`src/sv/stl_pkg.sv`:
```
// Package with shared constants and the character classification function for the parser.
package stl_pkg;

   localparam int unsigned ValueWidth = 64;
   localparam int unsigned BaseWidth = 6;
   localparam int unsigned CharWidth = 8;
   localparam int unsigned OffsetWidth = 12;
   localparam int unsigned DefaultMaxLen = 4096;

   // Digit code returned for characters that are not digits in any base.
   localparam logic [BaseWidth-1:0] NoDigit = 6'd36;
   localparam logic [BaseWidth-1:0] MaxBase = 6'd36;

   localparam logic [CharWidth-1:0] ChZero = 8'h30;
   localparam logic [CharWidth-1:0] ChPlus = 8'h2B;
   localparam logic [CharWidth-1:0] ChMinus = 8'h2D;
   localparam logic [CharWidth-1:0] ChLowerX = 8'h78;
   localparam logic [CharWidth-1:0] ChUpperX = 8'h58;
   localparam logic [CharWidth-1:0] ChSpace = 8'h20;
   localparam logic [CharWidth-1:0] ChTab = 8'h09;
   localparam logic [CharWidth-1:0] ChCr = 8'h0D;

   localparam logic [ValueWidth-1:0] PosLimit = 64'h7FFF_FFFF_FFFF_FFFF;
   localparam logic [ValueWidth-1:0] NegLimit = 64'h8000_0000_0000_0000;

   // Maps 0-9, A-Z and a-z to 0..35; everything else maps to NoDigit.
   function automatic logic [BaseWidth-1:0] digit_value(input logic [CharWidth-1:0] c);
      logic [BaseWidth-1:0] d;
      d = NoDigit;
      if (c >= 8'h30 && c <= 8'h39) begin
         d = BaseWidth'(c - 8'h30);
      end else if (c >= 8'h41 && c <= 8'h5A) begin
         d = BaseWidth'(c - 8'h37);
      end else if (c >= 8'h61 && c <= 8'h7A) begin
         d = BaseWidth'(c - 8'h57);
      end
      return d;
   endfunction

endpackage

```
`src/sv/string_to_long_parser_top.sv`:
```
// Streaming string-to-long parser: one character per transaction, one result per string.
// A character is registered on entry, processed from the input register, and its result
// transaction (if any) is registered in the result register that drives the rsp channel.
// Throughput: one character per cycle while the result slot is free or draining, limited by
// the single 64x6 multiply-add and limit compare that fold a digit into the running magnitude.
// Reset (synchronous, active high) clears the pipeline valids, the radix register and the
// parse state, leaving the parser waiting for a start character.
module string_to_long_parser_top
   import stl_pkg::*;
#(
   parameter int unsigned MAX_LEN = DefaultMaxLen,
   localparam int unsigned PosWidth = $clog2(MAX_LEN),
   localparam int unsigned RspWidth = ((ValueWidth + OffsetWidth + 2 + 7) / 8) * 8
) (
   input  logic                  clock,
   input  logic                  reset,

   // Configuration write channel: radix setting.
   input  logic                  csr_valid,
   output logic                  csr_ready,
   input  logic [BaseWidth-1:0]  csr_data,

   input  logic                  req_tvalid,
   output logic                  req_tready,
   input  logic [CharWidth-1:0]  req_tdata,   // [7:0] ch
   input  logic                  req_tuser,   // [0] start_req

   output logic                  rsp_tvalid,
   input  logic                  rsp_tready,
   // From bit 0 up: value (64), end_offset (12), found (1), overflow (1), zero fill.
   output logic [RspWidth-1:0]   rsp_tdata
);

   // Parser phases.
   localparam logic [2:0] PhDone   = 3'd0;
   localparam logic [2:0] PhLead   = 3'd1;
   localparam logic [2:0] PhSigned = 3'd2;
   localparam logic [2:0] PhZero   = 3'd3;
   localparam logic [2:0] PhHexPfx = 3'd4;
   localparam logic [2:0] PhDigits = 3'd5;

   localparam logic [PosWidth-1:0] PosTop = PosWidth'(MAX_LEN - 1);
   localparam int unsigned ProdWidth = ValueWidth + BaseWidth + 1;

   // Configuration register.
   logic [BaseWidth-1:0]  radix_ff;

   // Input register stage.
   logic                  in_valid_ff;
   logic                  in_start_ff;
   logic [CharWidth-1:0]  in_ch_ff;

   // Parse state.
   logic [2:0]            phase_ff, phase_in;
   logic                  negative_ff, negative_in;
   logic [BaseWidth-1:0]  base_ff, base_in;
   logic [ValueWidth-1:0] magnitude_ff, magnitude_in;
   logic                  clamped_ff, clamped_in;
   logic                  seen_ff, seen_in;
   logic [PosWidth-1:0]   pos_ff, pos_in;

   // Result register.
   logic                   rsp_valid_ff;
   logic [ValueWidth-1:0]  rsp_value_ff, rsp_value_in;
   logic [OffsetWidth-1:0] rsp_end_ff, rsp_end_in;
   logic                   rsp_found_ff, rsp_found_in;
   logic                   rsp_ovf_ff, rsp_ovf_in;

   logic                  emit;
   logic                  fire;

   // The processing stage advances when the result slot is free or being drained.
   assign fire       = in_valid_ff && (!rsp_valid_ff || rsp_tready);
   assign req_tready = !in_valid_ff || fire;
   assign csr_ready  = 1'b1;

   // One pass over the current character. A start character first reloads the state and
   // latches the radix; the phase logic below then works on that reloaded state.
   always_comb begin
      logic [BaseWidth-1:0]  dv;
      logic                  is_space;
      logic                  do_signed;
      logic                  do_digit;
      logic                  do_acc;
      logic [1:0]            adv;
      logic [ProdWidth-1:0]  prod;
      logic [ProdWidth-1:0]  limit;

      phase_in     = phase_ff;
      negative_in  = negative_ff;
      base_in      = base_ff;
      magnitude_in = magnitude_ff;
      clamped_in   = clamped_ff;
      seen_in      = seen_ff;
      pos_in       = pos_ff;

      emit         = 1'b0;
      rsp_value_in = '0;
      rsp_end_in   = '0;
      rsp_found_in = 1'b0;
      rsp_ovf_in   = 1'b0;

      dv        = digit_value(in_ch_ff);
      is_space  = (in_ch_ff >= ChTab && in_ch_ff <= ChCr) || in_ch_ff == ChSpace;
      do_signed = 1'b0;
      do_digit  = 1'b0;
      do_acc    = 1'b0;
      adv       = 2'd0;

      if (in_start_ff) begin
         phase_in     = PhLead;
         negative_in  = 1'b0;
         base_in      = radix_ff;
         magnitude_in = '0;
         clamped_in   = 1'b0;
         seen_in      = 1'b0;
         pos_in       = '0;
      end

      if (in_start_ff && (radix_ff == 6'd1 || radix_ff > MaxBase)) begin
         // Invalid base: report nothing found right away.
         emit     = 1'b1;
         phase_in = PhDone;
      end else begin
         unique case (phase_in)
            PhLead: begin
               if (is_space) begin
                  adv = 2'd1;
               end else if (in_ch_ff == ChPlus || in_ch_ff == ChMinus) begin
                  negative_in = (in_ch_ff == ChMinus);
                  phase_in    = PhSigned;
                  adv         = 2'd1;
               end else begin
                  do_signed = 1'b1;
               end
            end
            PhSigned: begin
               do_signed = 1'b1;
            end
            PhZero: begin
               if (in_ch_ff == ChLowerX || in_ch_ff == ChUpperX) begin
                  // The position stays on the 'x' until the next character decides.
                  phase_in = PhHexPfx;
               end else begin
                  if (base_in == '0) begin
                     base_in = 6'd8;
                  end
                  // The leading zero counts as a digit; the magnitude is still zero.
                  seen_in  = 1'b1;
                  do_digit = 1'b1;
               end
            end
            PhHexPfx: begin
               if (dv < 6'd16) begin
                  base_in  = 6'd16;
                  do_acc   = 1'b1;
                  phase_in = PhDigits;
                  adv      = 2'd2;
               end else begin
                  // Bare prefix: the zero is the number and parsing ends on the 'x'.
                  emit         = 1'b1;
                  rsp_end_in   = OffsetWidth'(pos_in);
                  rsp_found_in = 1'b1;
                  phase_in     = PhDone;
               end
            end
            PhDigits: begin
               do_digit = 1'b1;
            end
            default: begin
               // Idle between strings: characters are dropped.
            end
         endcase

         if (do_signed) begin
            if ((base_in == '0 || base_in == 6'd16) && in_ch_ff == ChZero) begin
               phase_in = PhZero;
               adv      = 2'd1;
            end else begin
               if (base_in == '0) begin
                  base_in = 6'd10;
               end
               if (dv < base_in) begin
                  do_digit = 1'b1;
               end else begin
                  emit     = 1'b1;
                  phase_in = PhDone;
               end
            end
         end

         if (do_digit) begin
            if (dv < base_in) begin
               do_acc   = 1'b1;
               phase_in = PhDigits;
               adv      = 2'd1;
            end else begin
               emit         = 1'b1;
               phase_in     = PhDone;
               rsp_end_in   = OffsetWidth'(pos_in);
               rsp_found_in = 1'b1;
               rsp_ovf_in   = clamped_in;
               if (clamped_in) begin
                  rsp_value_in = negative_in ? NegLimit : PosLimit;
               end else begin
                  rsp_value_in = negative_in ? (ValueWidth'(0) - magnitude_in) : magnitude_in;
               end
            end
         end
      end

      // Single multiply-add; the product compared against the limit replaces a division.
      prod  = ProdWidth'(magnitude_in) * ProdWidth'(base_in) + ProdWidth'(dv);
      limit = ProdWidth'(negative_in ? NegLimit : PosLimit);
      if (do_acc) begin
         seen_in = 1'b1;
         if (!clamped_in && base_in >= 6'd2) begin
            if (prod > limit) begin
               clamped_in = 1'b1;
            end else begin
               magnitude_in = prod[ValueWidth-1:0];
            end
         end
      end

      // Position advance, saturating at the last index.
      if (adv != 2'd0) begin
         pos_in = (pos_in < PosTop) ? pos_in + 1'b1 : PosTop;
      end
      if (adv == 2'd2) begin
         pos_in = (pos_in < PosTop) ? pos_in + 1'b1 : PosTop;
      end
   end

   always_ff @(posedge clock) begin
      if (reset) begin
         radix_ff <= '0;
      end else if (csr_valid && csr_ready) begin
         radix_ff <= csr_data;
      end
   end

   // Input register.
   always_ff @(posedge clock) begin
      if (reset) begin
         in_valid_ff <= 1'b0;
      end else if (req_tready) begin
         in_valid_ff <= req_tvalid;
      end
   end

   always_ff @(posedge clock) begin
      if (req_tvalid && req_tready) begin
         in_start_ff <= req_tuser;
         in_ch_ff    <= req_tdata;
      end
   end

   // Parse state updates once per processed character.
   always_ff @(posedge clock) begin
      if (reset) begin
         phase_ff     <= PhDone;
         negative_ff  <= 1'b0;
         base_ff      <= '0;
         magnitude_ff <= '0;
         clamped_ff   <= 1'b0;
         seen_ff      <= 1'b0;
         pos_ff       <= '0;
      end else if (fire) begin
         phase_ff     <= phase_in;
         negative_ff  <= negative_in;
         base_ff      <= base_in;
         magnitude_ff <= magnitude_in;
         clamped_ff   <= clamped_in;
         seen_ff      <= seen_in;
         pos_ff       <= pos_in;
      end
   end

   // Result register: holds a finished transaction until the sink takes it.
   always_ff @(posedge clock) begin
      if (reset) begin
         rsp_valid_ff <= 1'b0;
      end else if (fire && emit) begin
         rsp_valid_ff <= 1'b1;
      end else if (rsp_tready) begin
         rsp_valid_ff <= 1'b0;
      end
   end

   always_ff @(posedge clock) begin
      if (fire && emit) begin
         rsp_value_ff <= rsp_value_in;
         rsp_end_ff   <= rsp_end_in;
         rsp_found_ff <= rsp_found_in;
         rsp_ovf_ff   <= rsp_ovf_in;
      end
   end

   assign rsp_tvalid = rsp_valid_ff;
   assign rsp_tdata  = RspWidth'({rsp_ovf_ff, rsp_found_ff, rsp_end_ff, rsp_value_ff});

`ifndef SYNTHESIS
   // A result with nothing found carries a zero value and a zero offset.
   a_not_found_zero: assert property (@(posedge clock) disable iff (reset)
      rsp_valid_ff && !rsp_found_ff |-> rsp_value_ff == '0 && rsp_end_ff == '0)
      else $error("not-found result carries nonzero value or offset");

   // An overflowed result is always a found number clamped to a 64-bit limit.
   a_overflow_clamped: assert property (@(posedge clock) disable iff (reset)
      rsp_valid_ff && rsp_ovf_ff |->
         rsp_found_ff && (rsp_value_ff == PosLimit || rsp_value_ff == NegLimit))
      else $error("overflow result is not clamped to a limit");

   // Between strings a character without a start flag never produces a result.
   a_idle_silent: assert property (@(posedge clock) disable iff (reset)
      fire && !in_start_ff && phase_ff == PhDone |=> !$rose(rsp_valid_ff))
      else $error("result produced while no string was active");
`endif

endmodule

```
`config.mk`:
```
export PLATFORM = sky130hd
export DESIGN_NAME = string_to_long_parser_top
export DESIGN_NICKNAME = d
export VERILOG_FILES = /design/src/sv/stl_pkg.sv /design/src/sv/string_to_long_parser_top.sv
export SDC_FILE = /design/constraint.sdc
export NUM_CORES = 2
export LEC_CHECK = 0
export ABC_AREA = 1
export BUFFER_PORTS_ARGS = -buffer_cell sky130_fd_sc_hd__buf_2
export CORE_MARGIN = 2
export CORE_UTILIZATION = 45
export DETAILED_ROUTE_END_ITERATION = 6
export PLACE_DENSITY = 0.7
export SLEW_MARGIN = 20
export SYNTH_ARGS = -nofsm -noshare
export SYNTH_HDL_FRONTEND = slang
export SYNTH_SLANG_ARGS = --single-unit
```
`constraint.sdc`:
```
create_clock -name clock -period 10.4 [get_ports clock]
set_input_delay 1.56 -clock clock [delete_from_list [all_inputs] [get_ports clock]]
set_output_delay 1.56 -clock clock [all_outputs]
set_load 0.05 [all_outputs]
```
==> results.cfg <==
[setup_path]
worstPathRequired_ns = 10.71
startpoint_type = flop
cp_slowest_cell = fa_1
critPathMaxFanout = 32
critPathKind = flop to flop
crit_path_end_kind = flop
rrSetupSlack_ns = 0.49
critPathArrivalTime_ns = 10.21
crit_top_cell = nand2_1
slowest_delay_ns = 0.54

[floorplan]
pin_count = 103
coreArea_mm2 = 0.0578
start_util = 0.455
rows = 88
die_h_um = 246
fp.dieArea_mm2 = 0.0604
die_x_um = 246

[yosys]
netlist_area_mm2 = 0.0263
yosysSeqAreaShare = 0.172
ys_ff_latch = 182
async_reset_ff_frac = 0
synth-main-ff-cell = dfxtp_1
synth.area.top_cells = fa_1 19%, ha_1 11%, nand2_1 10%, edfxtp_1 9.9%, inv_1 7.8%
synthCells = 3706
ys_warn_count = 0
synth_edf_count = 87
synth_cell_types = 59
yosysMostFrequentCell = nand2_1
synth_largest_area_cell = fa_1
syn_avg_cell_area_um2 = 7.10
synth_top_area_frac = 0.192
synthTopCellsByCount = 708 x nand2_1, 544 x inv_1, 542 x nor2_1, 292 x a21oi_1, 252 x fa_1

[place]
placed_area_mm2 = 0.0275
gp_congestion = 1.04
numPortBuffers = 99
post-dp-hpwl_mm = 64.2
dp_cells = 4474

[power_and_ir_drop]
max-vdd-ir-drop_mv = 0.0973
power_w = 0.00214
p_per_area_mw_per_mm2 = 75.4
p_leak_nw = 14.5

[cells_and_area]
nets = 4246
stdcell_area_mm2 = 0.0283
area_delta_synth_final_pct = 7.74
num_antenna_cells = 0
fin_cells = 4516
layout-drive-gt1-share = 0.0837

[drt]
vias = 25448
drc = 0
drt_iter0_drc = 2555
antenna_left = 0
vias_per_cell = 5.64
drt_wl_total_mm = 81.5
wl_per_cell_um = 18.0
first_pass_iters = 6

[global_route]
grt_pass1_vias = 23682
antenna_found_initial = 0
grt_max_degree = 92
grt-ovfl-total = 0
grt_usage = 0.270
grt_pass1_wl_mm = 129

[sta]
grt_setup_unrepaired = no
setup_viol = 0
finClkSkew_ns = 0.0171
fmax_ghz = 0.101
fin_crit_sh = 0.952
tns_ns = 0
worst_pin_slew_ns = 1.17
report.final.slew_viol_count = 0
relSlewSlack = 0.221
hold_viol = 0
min_period_ns = 9.91

[clock_tree]
cts_tree = yes
htreeDepth = 4
clockBufferDepth = 2
cts_hold_buf = 0
clkLatencyLatePin_ns = 0.47
cts_root_buf = clkbuf_16
cts_buffers = 17
cts.clk_slew.worst_paths_ns = 0.08
cts.sinks = 182

[hold_path]
min_path_type = flop to flop

[outcome]
status = finished, final reports clean

[job]
cap_violations = 0
## sequential cells by signal (all words and copies together) (netlist names)
register      count
base_ff           6
clamped_ff        1
in_ch_ff          8
in_start_ff       1
in_valid_ff       1
magnitude_ff     64
negative_ff       1
phase_ff          3
pos_ff           12
radix_ff          6
rsp_end_ff       12
rsp_found_ff      1
rsp_ovf_ff        1
rsp_tvalid        1
rsp_value_ff     64
## stage by stage
step	util	hold WS, ns	setup slack [ns]
2_1_floorplan	-	0.445	2.19
3_3_place_gp	0.476	0.454	-0.346
3_5_place_dp	0.476	0.455	-0.365
4_1_cts	0.486	0.466	0.0469
5_1_grt	0.490	0.476	0.0136
6_report	0.490	0.467	0.495
## final cells by class
class	instances	area, µm²
Clock buffer	17	425
Clock inverter	15	136
Fill cell	5763	29500
Inverter	573	2150
Multi-Input combinational cell	2813	19200
Sequential cell	182	4510
Tap cell	765	957
Timing Repair Buffer	151	973
## routing by layer
layer	share of wire	vias to the layer above	routed length (µm)	track usage
met5	0	-	0	0
met3	0.11	141	9210	0.0585
met1	0.44	12053	35800	0.396
li1	-	11941	-	-
met2	0.42	1313	34300	0.396
met4	0.027	0	2190	0.0784
## what timing repair did
item | in CTS | in global routing
gates cloned | 0 | 2
pin swaps | 0 | 5
setup buffers | 0 | 8
resized for setup | 4 | 31
endpoints found under the setup margin | 64 | 65
## cell usage in the layout, fill, tap and decap left out, types with 16 or more instances in the layout
cell and count:
nand2_1 703, inv_1 544, nor2_1 540, a21oi_1 287, fa_1 252, ha_1 236
nand3_1 224, o21ai_0 134, buf_2 99, dfxtp_1 95, edfxtp_1 87, xor2_1 82
nand4_1 56, buf_4 44, nand2_2 35, nor3_1 34, xnor2_1 23, a31oi_1 22
inv_2 20, clkbuf_16 19, o21ai_1 16
## power breakdown
part,switching [W],internal (W)
logic,0.000506,0.000175
clock network,0.000334,0.000316
registers,0.0000162,0.000789
total,0.000856,0.00128
## worst max-delay path, delay by kind of cell (launching register included)
family	cells	cell delay [ns]
buf+inv	11	1.34
xor+xnor	1	0.22
flops	1	0.47
compound gates	7	1.31
simple gates	25	3.44
fa+ha+maj	7	2.94
## path summary, 6_finish.rpt
kind / end / cells past startpoint / start
hold reg to reg: magnitude_ff[28] / 2 / magnitude_ff[28]
setup / recovery: magnitude_ff[18] / 51 / in_ch_ff[0]
hold / removal: magnitude_ff[28] / 2 / magnitude_ff[28]
setup reg to reg: magnitude_ff[18] / 51 / in_ch_ff[0]
## cells by family after synthesis
group                      Yosys count  synth area share
DFF                                182             0.172
xor gates and xnor gates           108            0.0359
other                                2          0.000285
AOI/OAI and AO/OA                  549             0.115
and+or+nand+nor                   1665             0.268
adders and majority gates          488             0.304
buffers and inverters              712             0.105
(Power assumes the default switching activity.)
